===== config.mk =====
export PLATFORM = sky130hd
export DESIGN_NAME = wall_follow_pd_steering_flat
export DESIGN_NICKNAME = d
export VERILOG_FILES = /design/src/hdl/wfs_pkg.sv /design/src/hdl/wfs_sensor_if.sv /design/src/hdl/wfs_drive_if.sv /design/src/hdl/wfs_cfg_if.sv /design/src/hdl/wall_follow_pd_steering.sv /design/src/flat_wrapper.sv
export SDC_FILE = /design/constraint.sdc
export NUM_CORES = 1
export LEC_CHECK = 0
export ABC_AREA = 1
export BUFFER_PORTS_ARGS = -buffer_cell sky130_fd_sc_hd__buf_2
export CAP_MARGIN = 5
export CORE_ASPECT_RATIO = 0.75
export CORE_MARGIN = 2
export CORE_UTILIZATION = 52
export CTS_CLUSTER_DIAMETER = 40
export DETAILED_ROUTE_END_ITERATION = 8
export PLACE_DENSITY = 0.75
export SLEW_MARGIN = 15
export SYNTH_ARGS = -nofsm -noshare
export SYNTH_HDL_FRONTEND = slang
export SYNTH_SLANG_ARGS = --single-unit

===== constraint.sdc =====
create_clock -name clk -period 16.9 [get_ports clk]
set_input_delay 1.69 -clock clk [delete_from_list [all_inputs] [get_ports clk]]
set_output_delay 1.69 -clock clk [all_outputs]
set_load 0.03 [all_outputs]

===== src/hdl/wfs_pkg.sv =====
`timescale 1ns / 1ps

package wfs_pkg;

    localparam int DIST_W   = 11;   // signed range reading, -1 = no echo
    localparam int DUTY_W   = 8;
    localparam int GAIN_W   = 8;
    localparam int LIMIT_W  = 10;
    localparam int ERR_W    = 8;    // stored error, saturated
    localparam int CFG_IDX_W  = 3;
    localparam int CFG_DATA_W = 10;

    typedef enum logic [1:0] {
        MODE_STEER = 2'd0,
        MODE_LEFT  = 2'd1,
        MODE_RIGHT = 2'd2
    } drive_mode_t;

    localparam logic [CFG_IDX_W-1:0] REG_CRUISE_DUTY     = 3'd0;
    localparam logic [CFG_IDX_W-1:0] REG_PROP_GAIN       = 3'd1;
    localparam logic [CFG_IDX_W-1:0] REG_DERIV_GAIN      = 3'd2;
    localparam logic [CFG_IDX_W-1:0] REG_FRONT_THRESHOLD = 3'd3;
    localparam logic [CFG_IDX_W-1:0] REG_SIDE_LIMIT      = 3'd4;
    localparam logic [CFG_IDX_W-1:0] REG_TURN_SPEED      = 3'd5;

    localparam logic [DUTY_W-1:0]  RST_CRUISE_DUTY     = 8'd250;
    localparam logic [GAIN_W-1:0]  RST_PROP_GAIN       = 8'd64;
    localparam logic [GAIN_W-1:0]  RST_DERIV_GAIN      = 8'd80;
    localparam logic [LIMIT_W-1:0] RST_FRONT_THRESHOLD = 10'd7;
    localparam logic [LIMIT_W-1:0] RST_SIDE_LIMIT      = 10'd60;
    localparam logic [DUTY_W-1:0]  RST_TURN_SPEED      = 8'd200;

endpackage


===== src/hdl/wfs_sensor_if.sv =====
`timescale 1ns / 1ps

interface wfs_sensor_if import wfs_pkg::*; ();
    logic                     valid;
    logic                     ready;
    logic signed [DIST_W-1:0] center_distance;
    logic signed [DIST_W-1:0] left_distance;
    logic signed [DIST_W-1:0] right_distance;

    modport source (output valid, center_distance, left_distance, right_distance,
                    input ready);
    modport sink   (input valid, center_distance, left_distance, right_distance,
                    output ready);
endinterface


===== src/hdl/wfs_drive_if.sv =====
`timescale 1ns / 1ps

interface wfs_drive_if import wfs_pkg::*; ();
    logic              valid;
    logic              ready;
    logic [1:0]        drive_mode;
    logic [DUTY_W-1:0] left_speed;
    logic [DUTY_W-1:0] right_speed;

    modport source (output valid, drive_mode, left_speed, right_speed, input ready);
    modport sink   (input valid, drive_mode, left_speed, right_speed, output ready);
endinterface


===== src/hdl/wfs_cfg_if.sv =====
`timescale 1ns / 1ps

interface wfs_cfg_if import wfs_pkg::*; ();
    logic                  valid;
    logic                  ready;
    logic [CFG_IDX_W-1:0]  index;
    logic [CFG_DATA_W-1:0] data;

    modport source (output valid, index, data, input ready);
    modport sink   (input valid, index, data, output ready);
endinterface


===== src/hdl/wall_follow_pd_steering.sv =====
`timescale 1ns / 1ps

// Wall-following PD steering for a two-wheel differential drive.
//
// Channels (valid/ready, a transaction moves at a clock edge with both high):
//   sensor : center/left/right range readings in cm, 11-bit signed, -1 = no echo
//   drive  : drive_mode (0 steer, 1 evade left, 2 evade right) and two wheel duties
//   cfg    : register writes (index, data), always ready, taken at once.
//            0 cruise duty, 1 prop_gain, 2 deriv_gain, 3 front_threshold,
//            4 side_limit, 5 turn_speed; other indexes are dropped.
// Path: a reading goes into the input register, then through one pass of the PD
//   datapath into the output register. Throughput: one reading per clock while
//   drive.ready does not stall the output; the stored error is written together
//   with the output register, so the next reading sees it in time.
// Reset: registers return to their defaults (250, 4.0, 5.0, 7, 60, 200), the
//   stored error clears and both pipeline stages empty.
// Stall: while drive.ready is low the output register holds its command; the
//   input register still takes one more reading if it is empty, then sensor.ready drops.
module wall_follow_pd_steering
    import wfs_pkg::*;
(
    input  logic         clk,
    input  logic         rst_n,
    wfs_sensor_if.sink   sensor,
    wfs_drive_if.source  drive,
    wfs_cfg_if.sink      cfg
);

    localparam int SIDE_W = LIMIT_W + 1;    // clamped side reading as signed
    localparam int E_W    = LIMIT_W + 1;    // left minus right
    localparam int D_W    = E_W + 1;        // error minus stored error
    localparam int SUM_W  = 21;             // kp*e + kd*d fits in 21 signed bits
    localparam int PD_W   = SUM_W - 4;      // after the Q4.4 shift
    localparam int SPD_W  = PD_W + 1;       // cruise duty +/- pd

    // ---------------- configuration registers ----------------
    logic [DUTY_W-1:0]  cruise_duty_reg;
    logic [GAIN_W-1:0]  prop_gain_reg;
    logic [GAIN_W-1:0]  deriv_gain_reg;
    logic [LIMIT_W-1:0] front_threshold_reg;
    logic [LIMIT_W-1:0] side_limit_reg;
    logic [DUTY_W-1:0]  turn_speed_reg;

    assign cfg.ready = 1'b1;

    always_ff @(posedge clk or negedge rst_n)
    begin
        if (!rst_n)
        begin
            cruise_duty_reg     <= RST_CRUISE_DUTY;
            prop_gain_reg       <= RST_PROP_GAIN;
            deriv_gain_reg      <= RST_DERIV_GAIN;
            front_threshold_reg <= RST_FRONT_THRESHOLD;
            side_limit_reg      <= RST_SIDE_LIMIT;
            turn_speed_reg      <= RST_TURN_SPEED;
        end
        else if (cfg.valid)
        begin
            unique case (cfg.index)
                REG_CRUISE_DUTY:     cruise_duty_reg     <= cfg.data[DUTY_W-1:0];
                REG_PROP_GAIN:       prop_gain_reg       <= cfg.data[GAIN_W-1:0];
                REG_DERIV_GAIN:      deriv_gain_reg      <= cfg.data[GAIN_W-1:0];
                REG_FRONT_THRESHOLD: front_threshold_reg <= cfg.data[LIMIT_W-1:0];
                REG_SIDE_LIMIT:      side_limit_reg      <= cfg.data[LIMIT_W-1:0];
                REG_TURN_SPEED:      turn_speed_reg      <= cfg.data[DUTY_W-1:0];
                default: ;
            endcase
        end
    end

    // ---------------- pipeline control ----------------
    logic in_valid_reg;
    logic out_valid_reg;
    logic advance;      // input register moves into the output register

    assign advance      = !out_valid_reg || drive.ready;
    assign sensor.ready = !in_valid_reg || advance;

    always_ff @(posedge clk or negedge rst_n)
    begin
        if (!rst_n)
        begin
            in_valid_reg  <= 1'b0;
            out_valid_reg <= 1'b0;
        end
        else
        begin
            if (sensor.ready)
                in_valid_reg <= sensor.valid;
            if (advance)
                out_valid_reg <= in_valid_reg;
        end
    end

    // ---------------- input register ----------------
    logic signed [DIST_W-1:0] center_reg;
    logic signed [DIST_W-1:0] left_reg;
    logic signed [DIST_W-1:0] right_reg;

    always_ff @(posedge clk)
    begin
        if (sensor.ready && sensor.valid)
        begin
            center_reg <= sensor.center_distance;
            left_reg   <= sensor.left_distance;
            right_reg  <= sensor.right_distance;
        end
    end

    // ---------------- steering datapath ----------------
    logic signed [ERR_W-1:0]  last_error_reg;
    logic signed [ERR_W-1:0]  last_error_next;

    logic                     evade;
    logic signed [SIDE_W-1:0] lim_s;
    logic signed [SIDE_W-1:0] left_side;
    logic signed [SIDE_W-1:0] right_side;
    logic signed [E_W-1:0]    err;
    logic signed [D_W-1:0]    derr;
    logic signed [SUM_W-1:0]  kp_term;
    logic signed [SUM_W-1:0]  kd_term;
    logic signed [SUM_W-1:0]  pd_sum;
    logic signed [SUM_W-1:0]  pd_adj;
    logic signed [PD_W-1:0]   pd;
    logic signed [SPD_W-1:0]  left_raw;
    logic signed [SPD_W-1:0]  right_raw;

    drive_mode_t              mode_next;
    logic [DUTY_W-1:0]        left_next;
    logic [DUTY_W-1:0]        right_next;

    // Side reading: no echo -> limit, other negatives -> 0, else clamp to limit.
    function automatic logic signed [SIDE_W-1:0] side_clamp(
        input logic signed [DIST_W-1:0] d,
        input logic signed [SIDE_W-1:0] lim
    );
        logic signed [SIDE_W-1:0] r;
        if (d == -DIST_W'(1))
            r = lim;
        else if (d < 0)
            r = '0;
        else if (SIDE_W'(d) > lim)
            r = lim;
        else
            r = SIDE_W'(d);
        return r;
    endfunction

    function automatic logic [DUTY_W-1:0] duty_clamp(input logic signed [SPD_W-1:0] v);
        logic [DUTY_W-1:0] r;
        if (v < 0)
            r = '0;
        else if (v > SPD_W'(255))
            r = '1;
        else
            r = v[DUTY_W-1:0];
        return r;
    endfunction

    always_comb
    begin
        evade = (center_reg > 0) &&
                (center_reg < $signed({1'b0, front_threshold_reg}));

        lim_s      = $signed({1'b0, side_limit_reg});
        left_side  = side_clamp(left_reg, lim_s);
        right_side = side_clamp(right_reg, lim_s);
        err        = left_side - right_side;
        derr       = D_W'(err) - D_W'(last_error_reg);

        kp_term = SUM_W'($signed({1'b0, prop_gain_reg})) * SUM_W'(err);
        kd_term = SUM_W'($signed({1'b0, deriv_gain_reg})) * SUM_W'(derr);
        pd_sum  = kp_term + kd_term;

        // divide by 16, rounding toward zero
        pd_adj = pd_sum + (pd_sum < 0 ? SUM_W'(15) : SUM_W'(0));
        pd     = pd_adj[SUM_W-1:4];

        left_raw  = SPD_W'($signed({1'b0, cruise_duty_reg})) - SPD_W'(pd);
        right_raw = SPD_W'($signed({1'b0, cruise_duty_reg})) + SPD_W'(pd);

        if (evade)
        begin
            mode_next       = (left_reg > right_reg) ? MODE_LEFT : MODE_RIGHT;
            left_next       = turn_speed_reg;
            right_next      = turn_speed_reg;
            last_error_next = '0;
        end
        else
        begin
            mode_next  = MODE_STEER;
            left_next  = duty_clamp(left_raw);
            right_next = duty_clamp(right_raw);
            if (err > E_W'(127))
                last_error_next = ERR_W'(127);
            else if (err < -E_W'(128))
                last_error_next = -ERR_W'(128);
            else
                last_error_next = err[ERR_W-1:0];
        end
    end

    // stored error follows each item as it enters the output register
    always_ff @(posedge clk or negedge rst_n)
    begin
        if (!rst_n)
            last_error_reg <= '0;
        else if (advance && in_valid_reg)
            last_error_reg <= last_error_next;
    end

    // ---------------- output register ----------------
    drive_mode_t       mode_reg;
    logic [DUTY_W-1:0] left_speed_reg;
    logic [DUTY_W-1:0] right_speed_reg;

    always_ff @(posedge clk)
    begin
        if (advance && in_valid_reg)
        begin
            mode_reg        <= mode_next;
            left_speed_reg  <= left_next;
            right_speed_reg <= right_next;
        end
    end

    assign drive.valid       = out_valid_reg;
    assign drive.drive_mode  = mode_reg;
    assign drive.left_speed  = left_speed_reg;
    assign drive.right_speed = right_speed_reg;

endmodule


===== src/flat_wrapper.sv =====
// flat-port wrapper written by rule: the top's interface ports become plain ports
module wall_follow_pd_steering_flat import wfs_pkg::*;
  (clk, rst_n, sensor_valid, sensor_center_distance, sensor_left_distance, sensor_right_distance, sensor_ready, drive_valid, drive_drive_mode, drive_left_speed, drive_right_speed, drive_ready, cfg_valid, cfg_index, cfg_data, cfg_ready);
  wfs_sensor_if sensor_i ();
  wfs_drive_if drive_i ();
  wfs_cfg_if cfg_i ();
  input  logic clk;
  input  logic rst_n;
  input wire logic [$bits(sensor_i.valid)-1:0] sensor_valid;
  input wire logic [$bits(sensor_i.center_distance)-1:0] sensor_center_distance;
  input wire logic [$bits(sensor_i.left_distance)-1:0] sensor_left_distance;
  input wire logic [$bits(sensor_i.right_distance)-1:0] sensor_right_distance;
  output wire logic [$bits(sensor_i.ready)-1:0] sensor_ready;
  output wire logic [$bits(drive_i.valid)-1:0] drive_valid;
  output wire logic [$bits(drive_i.drive_mode)-1:0] drive_drive_mode;
  output wire logic [$bits(drive_i.left_speed)-1:0] drive_left_speed;
  output wire logic [$bits(drive_i.right_speed)-1:0] drive_right_speed;
  input wire logic [$bits(drive_i.ready)-1:0] drive_ready;
  input wire logic [$bits(cfg_i.valid)-1:0] cfg_valid;
  input wire logic [$bits(cfg_i.index)-1:0] cfg_index;
  input wire logic [$bits(cfg_i.data)-1:0] cfg_data;
  output wire logic [$bits(cfg_i.ready)-1:0] cfg_ready;
  assign sensor_i.valid = sensor_valid;
  assign sensor_i.center_distance = sensor_center_distance;
  assign sensor_i.left_distance = sensor_left_distance;
  assign sensor_i.right_distance = sensor_right_distance;
  assign sensor_ready = sensor_i.ready;
  assign drive_valid = drive_i.valid;
  assign drive_drive_mode = drive_i.drive_mode;
  assign drive_left_speed = drive_i.left_speed;
  assign drive_right_speed = drive_i.right_speed;
  assign drive_i.ready = drive_ready;
  assign cfg_i.valid = cfg_valid;
  assign cfg_i.index = cfg_index;
  assign cfg_i.data = cfg_data;
  assign cfg_ready = cfg_i.ready;
  wall_follow_pd_steering u_core (.clk(clk), .rst_n(rst_n), .sensor(sensor_i), .drive(drive_i), .cfg(cfg_i));
endmodule

==> impl_metrics.toml <==
[status]
status = "finished, final reports clean"

[worst_setup_path]
crit_arrival_ns = 15.81
cp-start-kind = "flip-flop"
critPathCaptureType = "flip-flop"
critical_path_class = "flip-flop to flip-flop"
cpMostUsedCell = "nand2_1"
max_stage_delay_ns = 0.54
worst_ep_required_time_ns = 17.07
worstPathMaxFanout = 10
worst_path_max_delay_cell = "fa_1"

[detailed_routing]
ant_nets = 0
wl_met1_um = 18730
wl_per_cell_um = 16.61
vias = 13110
first_pass_iters = 5
wl_um = 40500
drt_iter0_drc = 1254
post_drt_via_cell_ratio = 5.379
wl_met2_um = 17080
dr_wl_met3_um = 4311
top_layer = "met4"
drc_errors = 0

[clock_network]
cts_tree = "done"
clk_pin_slew_ns = 0.07
clk_path_buf_depth = 2
cts_sinks = 113
clk_latency_ns = 0.42
htree_num_levels = 4
cts_hold_buf = 0
cts_root_buf = "clkbuf_16"
cts_buffers = 17

[die]
core_area_mm2 = 0.02926
die_area_mm2 = 0.03127
die_y_um = 153.7
ios = 72
rows = 54
start_util_pct = 53.08
fp.dieW_um = 203.5

[timing]
timing.final.crit_share_pct = 92.54
rsz0062_at_grt = "no"
max_slew_margin_pct = 38.11
period_minus_slack_ns = 15.64
max_freq_mhz = 63.94
hold_violations = 0
setup_viol = 0
setup_tns_ns = 0
slew_violations = 0
tightest_slew_ns = 0.9168
finClkSkew_ns = 0.01439

[grt]
overflow = 0
grt_pass1_wl_um = 66410
grt_use_total_pct = 27.06
grt_pass1_vias = 12760
grt_max_degree = 63
antenna_found_initial = 0

[synthesis]
ys_ff_latch = 113
synthesis.area_mm2 = 0.01553
ys_seq_area_share_pct = 20.01
synth_cells = 1973
synth_top_area_share_pct = 23.72
yosysWarnings = 0
synth-edff-count = 51
ys_dominant_reg_cell = "edfxtp_1"
synthArstFlopShare_pct = 54.87
yosys-top-cells-area = "fa_1, ha_1, inv_1"
synth_cell_types = 55
synth_top_area_cell = "fa_1"
syn_nets = 2364
synth.avg_cell_area_um2 = 7.870

[flow_run]
drv_cap = 0

[cells_and_area]
area_growth_pct = 8.533
mostFrequentLayoutCells = "inv_1, nand2_1, fa_1"
final_common_cell = "inv_1"
diodes = 0
drive_above_1_share_pct = 10.31
fillers = 2635
fin_nets = 2424

[hold_path]
min-delay-path-class = "flip-flop to flip-flop"

[placement]
gp_congestion = 1.019
hpwl_um = 33990
io_buffers = 70
area by class of cell:
type,count,area (um2),share of cell area (%)
Multi-Input combinational cell,1348,10520,62.43
Inverter,481,1805,10.71
Sequential cell,113,3107,18.43
Tap cell,392,490.5,2.910
Clock buffer,17,425.4,2.524
Clock inverter,15,137.6,0.8167
Timing Repair Buffer,72,365.4,2.168
timing repair:
action                                  4_1_cts  5_1_grt
gates resized for setup                       0        7
setup buffers                                 0        0
endpoints found under the setup margin        0       16
layer usage:
layer	vias up	track usage (%)
li1	6201	-
met1	6302	41.46
met2	579	40.08
met3	32	5.596
met4	0	4.136
met5	-	0
through the flow:
stage	instances	utilization (%)	setup slack, ns	cell area (um2)	hold slack, ns
finish	2438	57.60	1.260	16850	0.4877
global placement	2406	55.58	1.399	16260	0.4665
floorplan	1973	-	2.849	15530	0.4471
CTS	2438	57.50	0.9213	16820	0.4881
global route	2438	57.60	0.04009	16850	0.5084
detailed placement	2406	55.58	1.044	16260	0.4731
critical path: cells and delay by family, from the launching register on:
family / cells / cell delay (ns)
flip-flops: 1 / 0.53
AND/OR/NAND/NOR: 37 / 4.25
adder cells (fa/ha/maj): 13 / 5.48
buffers and inverters: 15 / 1.40
AO/OA/AOI/OAI: 22 / 3.70
kinds of logic (layout without fill, tap and decap cells):
family,count (synthesis),count (layout),share of synthesized area [%]
xor gates and xnor gates,33,33,1.910
AOI/OAI and AO/OA,214,214,8.026
DFF,113,113,20.01
adders and majority gates,340,340,36.29
and+or+nand+nor,760,760,21.29
other,1,1,0.02415
buffers and inverters,512,585,12.45
worst paths after layout:
| check | start | depth (start not counted) | endpoint | slack [ns] |
|---|---|---|---|---|
| setup / recovery | u_core.side_limit_reg[2] | 87 | u_core.drive.left_speed[4] | 1.26 |
| hold / removal | u_core.side_limit_reg[8] | 2 | u_core.side_limit_reg[8] | 0.49 |
| setup reg to reg | u_core.side_limit_reg[2] | 87 | u_core.drive.left_speed[4] | 1.26 |
| hold reg to reg | u_core.side_limit_reg[8] | 2 | u_core.side_limit_reg[8] | 0.49 |
| max in group asynchronous | rst_n | 2 | u_core.last_error_reg[2] | 14.92 |
| min in group asynchronous | rst_n | 2 | u_core.turn_speed_reg[0] | 1.45 |
Yosys cell counts (12+ instances only):
cell / count
dfstp_2: 19
nor2_2: 13
xor2_1: 20
or2_2: 15
o21ai_0: 91
o32ai_1: 15
xnor2_1: 12
nand2_1: 420
clkbuf_1: 27
a21oi_1: 65
fa_1: 184
nand2_2: 20
nor2_1: 161
nand3_1: 66
ha_1: 156
nand4_1: 26
inv_1: 473
dfrtp_1: 43
edfxtp_1: 51
Power is left out: the tool's default activity adds up to more than one toggle a clock period on the data nets, which glitch-free logic cannot reach.
